===== src/design/gmc_pkg.sv =====
// Package for the graph coloring unit: widths, codes and the microcode table.
package gmc_pkg;

    localparam int MAX_VERTICES = 32;
    localparam int ROW_W        = 32;
    localparam int COLOR_W      = 6;
    localparam int IDX_W        = 5;
    localparam int CFG_W        = 6;

    localparam logic [CFG_W-1:0] NUM_COLORS_RST   = 6'd3;
    localparam logic [CFG_W-1:0] VERTEX_COUNT_RST = 6'd32;

    typedef enum logic {
        CFG_NUM_COLORS   = 1'b0,
        CFG_VERTEX_COUNT = 1'b1
    } t_cfg_reg;

    // microcode addresses
    typedef enum logic [3:0] {
        P_WAIT, P_INIT, P_READ, P_TRY, P_TEST,
        P_PLACE, P_BACK, P_OK, P_FAIL, P_EMIT
    } t_step;

    // datapath operations
    typedef enum logic [3:0] {
        OP_NONE, OP_LOAD, OP_INIT, OP_READ, OP_TEST,
        OP_PLACE, OP_BACK, OP_OK, OP_FAIL, OP_EMIT
    } t_op;

    // branch conditions
    typedef enum logic [2:0] {
        C_ALWAYS, C_LAST_ROW, C_OVER, C_FITS, C_V_LAST, C_V_ZERO
    } t_cond;

    typedef struct packed {
        t_op   op;
        t_cond cond;
        t_step tgt_t;
        t_step tgt_f;
    } t_uword;

    // control store
    function automatic t_uword ucode(input t_step s);
        t_uword w;
        case (s)
            P_WAIT:  w = '{OP_LOAD,  C_LAST_ROW, P_INIT,  P_WAIT};
            P_INIT:  w = '{OP_INIT,  C_ALWAYS,   P_READ,  P_READ};
            P_READ:  w = '{OP_READ,  C_ALWAYS,   P_TRY,   P_TRY};
            P_TRY:   w = '{OP_NONE,  C_OVER,     P_BACK,  P_TEST};
            P_TEST:  w = '{OP_TEST,  C_FITS,     P_PLACE, P_TRY};
            P_PLACE: w = '{OP_PLACE, C_V_LAST,   P_OK,    P_READ};
            P_BACK:  w = '{OP_BACK,  C_V_ZERO,   P_FAIL,  P_READ};
            P_OK:    w = '{OP_OK,    C_ALWAYS,   P_EMIT,  P_EMIT};
            P_FAIL:  w = '{OP_FAIL,  C_ALWAYS,   P_EMIT,  P_EMIT};
            P_EMIT:  w = '{OP_EMIT,  C_V_LAST,   P_WAIT,  P_EMIT};
            default: w = '{OP_NONE,  C_ALWAYS,   P_WAIT,  P_WAIT};
        endcase
        return w;
    endfunction

endpackage


===== src/design/graph_m_coloring_backtrack_unit.sv =====
// Top level: graph m-coloring by backtracking search, microcoded sequencer.
//
// Usage
//   Load: one adjacency row per word on i_row_bits, accepted at a clock edge
//   with start high and busy low. Bit i of the row marks vertex i adjacent.
//   Rows load one per cycle. The word that completes vertex_count rows
//   starts the search; busy rises on the next cycle.
//   Search: data-dependent depth-first backtracking after a setup step. Each
//   vertex visit reads its row from the RAM, then range-checks and tests
//   candidate colors in turn, places the first that fits or, if none is
//   left, clears the vertex and backs off. A last step records the verdict.
//   Results: one word per vertex, in vertex order, on consecutive cycles,
//   output by the emit step after the verdict, each marked by o_strobe for one
//   cycle. o_last_vertex flags the final one; busy falls with it and a new
//   load can begin. The receiver cannot stall: results are never held back.
//   Config: i_cfg_valid/o_cfg_ready write num_colors (index 0) or
//   vertex_count (index 1); o_cfg_ready is always high. Write only while idle.
//   Reset (synchronous, active low): sequencer to idle, zero rows loaded,
//   num_colors = 3, vertex_count = 32.
module graph_m_coloring_backtrack_unit #(
    parameter int MAX_VERTICES = gmc_pkg::MAX_VERTICES
) (
    input  logic                         i_clk,
    input  logic                         i_rst_n,
    input  logic                         start,
    output logic                         busy,
    input  logic [gmc_pkg::ROW_W-1:0]    i_row_bits,
    input  logic                         i_cfg_valid,
    output logic                         o_cfg_ready,
    input  logic                         i_cfg_index,
    input  logic [gmc_pkg::CFG_W-1:0]    i_cfg_data,
    output logic                         o_strobe,
    output logic [gmc_pkg::IDX_W-1:0]    o_vertex_index,
    output logic [gmc_pkg::COLOR_W-1:0]  o_vertex_color,
    output logic                         o_solution_found,
    output logic                         o_last_vertex
);

    // vertices actually searched: rows are 32 bits wide
    localparam int NV  = (MAX_VERTICES < gmc_pkg::ROW_W) ? MAX_VERTICES : gmc_pkg::ROW_W;
    localparam int VW  = $clog2(NV);
    localparam int AW  = $clog2(MAX_VERTICES);
    localparam int RLW = $clog2(MAX_VERTICES + 1);
    localparam int CW  = gmc_pkg::COLOR_W;

    // sequencer
    gmc_pkg::t_step  r_pc, n_pc;
    gmc_pkg::t_uword w_uw;

    // config registers
    logic [gmc_pkg::CFG_W-1:0] r_num_colors, r_vertex_count;

    // datapath registers
    logic [RLW-1:0] r_rows, n_rows;
    logic [VW-1:0]  r_v, n_v;
    logic [CW-1:0]  r_cand, n_cand;
    logic [CW-1:0]  r_color [NV];
    logic [CW-1:0]  n_color [NV];
    logic           r_found, n_found;

    // result registers
    logic                        r_strobe, n_strobe;
    logic [gmc_pkg::IDX_W-1:0]   r_idx, n_idx;
    logic [CW-1:0]               r_ocolor, n_ocolor;
    logic                        r_ofound, n_ofound;
    logic                        r_olast, n_olast;

    // decoded conditions
    logic                        w_accept;
    logic                        w_last_row;
    logic                        w_over;
    logic                        w_fits;
    logic                        w_v_last;
    logic                        w_v_zero;
    logic                        w_take;
    logic [gmc_pkg::CFG_W-1:0]   w_n;
    logic [gmc_pkg::ROW_W-1:0]   w_row;
    logic [NV-1:0]               w_hit;
    logic                        w_ram_we;
    logic                        w_ram_re;

    assign busy        = (r_pc != gmc_pkg::P_WAIT);
    assign o_cfg_ready = 1'b1;
    assign w_accept    = start && !busy;
    assign w_uw        = gmc_pkg::ucode(r_pc);

    // effective vertex count: at least 1, at most NV
    always_comb begin
        if (r_vertex_count == '0) begin
            w_n = gmc_pkg::CFG_W'(1);
        end else if (r_vertex_count > gmc_pkg::CFG_W'(NV)) begin
            w_n = gmc_pkg::CFG_W'(NV);
        end else begin
            w_n = r_vertex_count;
        end
    end

    assign w_last_row = ((RLW+1)'(r_rows) + (RLW+1)'(1)) >= (RLW+1)'(w_n);
    assign w_over     = r_cand > r_num_colors;
    assign w_v_last   = gmc_pkg::CFG_W'(r_v) == (w_n - gmc_pkg::CFG_W'(1));
    assign w_v_zero   = (r_v == '0);

    // adjacency row of r_v, read at P_READ, held by the RAM afterwards
    gmc_ram #(
        .WIDTH (gmc_pkg::ROW_W),
        .DEPTH (MAX_VERTICES)
    ) u_rows (
        .i_clk   (i_clk),
        .i_we    (w_ram_we),
        .i_waddr (r_rows[AW-1:0]),
        .i_wdata (i_row_bits),
        .i_re    (w_ram_re),
        .i_raddr (AW'(r_v)),
        .o_rdata (w_row)
    );

    assign w_ram_we = (w_uw.op == gmc_pkg::OP_LOAD) && w_accept
                      && (r_rows < RLW'(MAX_VERTICES));
    assign w_ram_re = (w_uw.op == gmc_pkg::OP_READ);

    // conflict check: any in-range neighbor other than v holding the candidate
    always_comb begin
        for (int i = 0; i < NV; i++) begin
            w_hit[i] = w_row[i] && (gmc_pkg::CFG_W'(i) < w_n) && (VW'(i) != r_v)
                       && (r_color[i] == r_cand);
        end
    end
    assign w_fits = ~|w_hit;

    // branch select
    always_comb begin
        case (w_uw.cond)
            gmc_pkg::C_ALWAYS:   w_take = 1'b1;
            gmc_pkg::C_LAST_ROW: w_take = w_accept && w_last_row;
            gmc_pkg::C_OVER:     w_take = w_over;
            gmc_pkg::C_FITS:     w_take = w_fits;
            gmc_pkg::C_V_LAST:   w_take = w_v_last;
            gmc_pkg::C_V_ZERO:   w_take = w_v_zero;
            default:             w_take = 1'b0;
        endcase
        n_pc = w_take ? w_uw.tgt_t : w_uw.tgt_f;
    end

    // datapath driven by the control word
    always_comb begin
        n_rows   = r_rows;
        n_v      = r_v;
        n_cand   = r_cand;
        n_color  = r_color;
        n_found  = r_found;
        n_strobe = 1'b0;
        n_idx    = r_idx;
        n_ocolor = r_ocolor;
        n_ofound = r_ofound;
        n_olast  = r_olast;
        case (w_uw.op)
            gmc_pkg::OP_LOAD: begin
                if (w_accept) begin
                    n_rows = r_rows + RLW'(1);
                end
            end
            gmc_pkg::OP_INIT: begin
                n_rows = '0;
                n_v    = '0;
                for (int i = 0; i < NV; i++) begin
                    n_color[i] = '0;
                end
            end
            gmc_pkg::OP_READ: begin
                n_cand = r_color[r_v] + CW'(1);
            end
            gmc_pkg::OP_TEST: begin
                if (!w_fits) begin
                    n_cand = r_cand + CW'(1);
                end
            end
            gmc_pkg::OP_PLACE: begin
                n_color[r_v] = r_cand;
                n_v          = r_v + VW'(1);
            end
            gmc_pkg::OP_BACK: begin
                n_color[r_v] = '0;
                n_v          = r_v - VW'(1);
            end
            gmc_pkg::OP_OK: begin
                n_found = 1'b1;
                n_v     = '0;
            end
            gmc_pkg::OP_FAIL: begin
                n_found = 1'b0;
                n_v     = '0;
            end
            gmc_pkg::OP_EMIT: begin
                n_strobe = 1'b1;
                n_idx    = gmc_pkg::IDX_W'(r_v);
                n_ocolor = r_color[r_v];
                n_ofound = r_found;
                n_olast  = w_v_last;
                n_v      = r_v + VW'(1);
            end
            default: begin
                n_strobe = 1'b0;
            end
        endcase
    end

    // control state
    always_ff @(posedge i_clk) begin
        if (!i_rst_n) begin
            r_pc           <= gmc_pkg::P_WAIT;
            r_rows         <= '0;
            r_strobe       <= 1'b0;
            r_num_colors   <= gmc_pkg::NUM_COLORS_RST;
            r_vertex_count <= gmc_pkg::VERTEX_COUNT_RST;
        end else begin
            r_pc     <= n_pc;
            r_rows   <= n_rows;
            r_strobe <= n_strobe;
            if (i_cfg_valid && o_cfg_ready) begin
                case (gmc_pkg::t_cfg_reg'(i_cfg_index))
                    gmc_pkg::CFG_NUM_COLORS:   r_num_colors   <= i_cfg_data;
                    gmc_pkg::CFG_VERTEX_COUNT: r_vertex_count <= i_cfg_data;
                    default:                   r_num_colors   <= r_num_colors;
                endcase
            end
        end
    end

    // payload, not reset; vertex index and colors are cleared by the search setup step
    always_ff @(posedge i_clk) begin
        r_v      <= n_v;
        r_cand   <= n_cand;
        r_color  <= n_color;
        r_found  <= n_found;
        r_idx    <= n_idx;
        r_ocolor <= n_ocolor;
        r_ofound <= n_ofound;
        r_olast  <= n_olast;
    end

    assign o_strobe         = r_strobe;
    assign o_vertex_index   = r_idx;
    assign o_vertex_color   = r_ocolor;
    assign o_solution_found = r_ofound;
    assign o_last_vertex    = r_olast;

endmodule


===== src/design/gmc_ram.sv =====
// Generic single-write, single-read RAM with registered read data.
module gmc_ram #(
    parameter int WIDTH = 32,
    parameter int DEPTH = 32
) (
    input  logic                     i_clk,
    input  logic                     i_we,
    input  logic [$clog2(DEPTH)-1:0] i_waddr,
    input  logic [WIDTH-1:0]         i_wdata,
    input  logic                     i_re,
    input  logic [$clog2(DEPTH)-1:0] i_raddr,
    output logic [WIDTH-1:0]         o_rdata
);

    logic [WIDTH-1:0] r_mem [DEPTH];
    logic [WIDTH-1:0] r_rdata;

    always_ff @(posedge i_clk) begin
        if (i_we) begin
            r_mem[i_waddr] <= i_wdata;
        end
        if (i_re) begin
            r_rdata <= r_mem[i_raddr];
        end
    end

    assign o_rdata = r_rdata;

endmodule


===== config.mk =====
export PLATFORM = sky130hd
export DESIGN_NAME = graph_m_coloring_backtrack_unit
export DESIGN_NICKNAME = d
export VERILOG_FILES = /design/src/design/gmc_pkg.sv /design/src/design/graph_m_coloring_backtrack_unit.sv /design/src/design/gmc_ram.sv
export SDC_FILE = /design/constraint.sdc
export NUM_CORES = 2
export LEC_CHECK = 0
export ABC_AREA = 0
export BUFFER_PORTS_ARGS = -buffer_cell sky130_fd_sc_hd__buf_2
export CORE_MARGIN = 1
export CORE_UTILIZATION = 40
export CTS_CLUSTER_DIAMETER = 60
export DETAILED_ROUTE_END_ITERATION = 8
export GPL_TIMING_DRIVEN = 1
export PLACE_DENSITY = 0.61
export SYNTH_ARGS = -nofsm -noshare
export SYNTH_HDL_FRONTEND = slang
export SYNTH_SLANG_ARGS = --single-unit

===== constraint.sdc =====
create_clock -name i_clk -period 5.1 [get_ports i_clk]
set_input_delay 0.51 -clock i_clk [delete_from_list [all_inputs] [get_ports i_clk]]
set_output_delay 0.51 -clock i_clk [all_outputs]
set_load 0.005 [all_outputs]

==> impl_metrics.json <==
{
  "cts.sinks": 1311,
  "clk_path_buf_depth": 3,
  "portBuffers": 57,
  "die_y_microns": 377,
  "synth-main-ff-cell": "edfxtp_1",
  "criticalPathCategory": "reg -> reg",
  "firstDrtPassIters": 5,
  "drt-total-wl_mm": 148,
  "final_nets": 3372,
  "finalHoldViolations": 0,
  "slew_viol_final": 0,
  "drcViolationCount": 0,
  "grt_pass1_vias": 30400,
  "clock_skew_ns": 0.0472,
  "synthTopCellsByArea": "edfxtp_1 (68%), mux4_2 (15%), xnor2_1 (2.9%)",
  "seq_area_sq_um": 39000,
  "slew_headroom": 0.0980,
  "initial_core_util": 0.403,
  "critPathTopFamily": "simple AND/OR/NAND/NOR gates",
  "synth_compound_area_frac": 0.0332,
  "synth_top_family_by_area": "multiplexers",
  "peakVddDrop_v": 0.000334,
  "endpoint_kind": "register",
  "clk_latency_ns": 0.77,
  "drv_cap": 0,
  "regToRegSetupSlack_ns": 0.19,
  "clock-root-buffer": "clkbuf_16",
  "drt-initial-drc-count": 3303,
  "yosys.area_share.adder": 0.00713,
  "placed_cells": 5020,
  "worstPathArrival_ns": 5.56,
  "ys_ff_latch": 1311,
  "htree_levels": 4,
  "synth_top_area_cell": "edfxtp_1",
  "vias": 30700,
  "fin_util": 0.459,
  "ys_seq_area_frac": 0.695,
  "io_pins": 59,
  "yosysUniqueCellTypes": 81,
  "track_usage": 0.209,
  "post-cts-setup-buffers": 0,
  "min_period_ns": 4.91,
  "async_reset_ff_frac": 0,
  "cts_tree": "yes",
  "finalWeightedCongestion": 0.914,
  "crit_slowest_cell": "or4b_1",
  "core_area_sq_um": 139000,
  "antenna_left": 0,
  "finalNonFillerCells": 5291,
  "area_delta_synth_final_pct": 13.9,
  "critical_path_buf_inv_count": 3,
  "n_fill_cell": 11800,
  "syn-num-nets": 3257,
  "synthXorXnorAreaFrac": 0.0331,
  "synth_top_area_frac": 0.681,
  "grt_max_degree": 181,
  "required_ns": 5.74,
  "path_clk_slew_ns": 0.06,
  "dpl_cell_area_sq_um": 59200,
  "die_area_sq_um": 142000,
  "grt_overflow": 0,
  "avgSynthCellArea_sq_um": 17.6,
  "final-setup-viol-count": 0,
  "fin_area_sq_um": 63900,
  "p_leak_nw": 19.9,
  "cts_buffers": 145,
  "rsz0062_at_grt": "no",
  "dp_hpwl_mm": 87.7,
  "power.total_mw": 26.8,
  "row_count": 137,
  "multi_input_area_sq_um": 16300,
  "synth_edf_count": 1273,
  "yosysWarnings": 0,
  "antenna_found_initial": 10,
  "synthMuxAreaShare": 0.154,
  "vias_per_cell": 5.80,
  "wl_per_cell_microns": 28.0,
  "syn_area_sq_um": 56100,
  "layout-drive-gt1-share": 0.238,
  "powerDensity_nw_per_um2": 419,
  "synth_simple_gate_area_frac": 0.0572,
  "worstPathCellList": "inv_1 -> ha_1 -> or4b_1 -> nand3_1 -> nor3_1 -> a21oi_1 -> o2111ai_1 -> nor4_2 -> a41o_1 -> buf_4 -> mux2i_1 -> nand2b_4 -> ha_1 -> inv_1 -> o2111ai_1 -> and3_1",
  "syn_inst": 3182,
  "cpPeakStageDelay_ns": 0.70,
  "start_kind": "register",
  "die_w_microns": 377,
  "setup_tns_ns": 0,
  "hold_class": "in -> reg",
  "tightest_slew_ns": 1.34,
  "grt_pass1_wl_mm": 215,
  "finalCritPeriodShare": 0.964,
  "path_max_fanout": 16,
  "max_freq_mhz": 203,
  "status": "finished clean"
}
power by group:
group / total, mW / switching [mW] / leakage, nW / internal, mW
combinational: 3.82 / 2.25 / 5.84 / 1.57
sequential: 12.8 / 0.412 / 11.8 / 12.4
clock: 10.1 / 4.38 / 2.24 / 5.73
metal layers:
layer,GRT usage,vias up,share of wire
met4,0.0601,0,0.025
met1,0.296,16300,0.43
met5,0,-,0
met3,0.0353,199,0.064
li1,-,13000,-
met2,0.334,1163,0.48
kinds of logic (layout without fill, tap and decap cells):
family                     Yosys count  after routing
AOI/OAI and AO/OA                  320            320
DFF                               1311           1311
and+or+nand+nor                    632            632
other                                1              4
xor gates and xnor gates           212            212
adders and majority gates           32             32
muxes                              405            405
buffers and inverters              269            499
final timing paths:
check | end | from | depth (start not counted)
hold / removal | r_vertex_count[0]$_SDFFE_PN0P_ | i_cfg_valid | 3
hold reg to reg | o_solution_found$_DFFE_PP_ | r_found$_DFFE_PP_ | 0
setup reg to reg | w_uw[0]$_DFF_P_ | r_v[1]$_DFFE_PP_ | 16
setup / recovery | w_uw[0]$_DFF_P_ | r_v[1]$_DFFE_PP_ | 16
flip-flops by register name (all words and copies together) (netlist names), 6 cells and up:
signal          cells
r_rows              6
u_rows.r_mem     1024
o_vertex_color      6
r_num_colors        6
r_cand              6
u_rows.o_rdata     32
r_vertex_count      6
w_uw               15
r_color           192
per-stage QoR:
step / setup WS [ns] / hold slack, ns
final: 0.185 / 0.0700
after global routing: 0.0957 / 0.0750
after CTS: 0.341 / 0.0287
after detailed placement: 0.390 / 0.425
after global placement: 0.519 / 0.438
after floorplan: 0.284 / 0.400
timing repair:
item	in CTS	in global routing
endpoints found under the hold margin	7	0
resized for setup	0	0
hold buffers	6	0
cell usage in the layout, fill, tap and decap left out, drive strengths merged, types with 6 or more instances in the layout:
cell         instances
edfxtp            1273
mux4               366
nand3              220
o21ai              212
buf                189
xnor2              185
clkbuf             180
nand2              144
nor2                91
clkinv              62
inv                 52
nand4               49
dfxtp               38
a21oi               36
nor3                36
mux2i               33
ha                  32
xor2                27
nand2b              15
nand4b              13
nand4bb             11
nor4                11
a32o                10
nor2b                9
bufinv               7
a31oi                6
and3                 6
dlygate4sd3          6
o2111ai              6
mux2                 6
synth_stat cells, types with 6 or more instances:
cell       number
nand2_1       144
nand4_1        49
mux4_2        366
nor4_1          9
o21ai_0       206
nand3_1       220
xor2_1         27
nand4bb_1      11
inv_1          40
nor2_1         89
buf_1          36
dfxtp_1        38
edfxtp_1     1273
nor2b_1         9
nand2b_1       14
buf_4           8
buf_2          62
nand4b_1       13
a32o_1         10
clkbuf_1      117
and3_1          6
a21oi_1        36
a31oi_1         6
xnor2_1       185
ha_1           32
nor3_1         36
mux2i_1        32
worst reg2reg max path: cells and delay by family (launching register included):
kind                     cells  cell delay, ns
AO/OA/AOI/OAI                4            0.83
adder cells (fa/ha/maj)      2            0.81
buffers and inverters        3            0.48
flip-flops                   1            0.48
multiplexers                 1            0.23
AND/OR/NAND/NOR              6            1.98
final cells by class:
type | instances | area share
clock inverter | 82 | 0.0131
timing repair buffer | 195 | 0.0238
tap | 1876 | 0.0367
multi-input combinational | 1602 | 0.254
sequential | 1311 | 0.610
clock buffer | 180 | 0.0595
inverter | 42 | 0.00247
antenna | 3 | 0.000117
No activity file was read; power rests on OpenSTA's default activity.
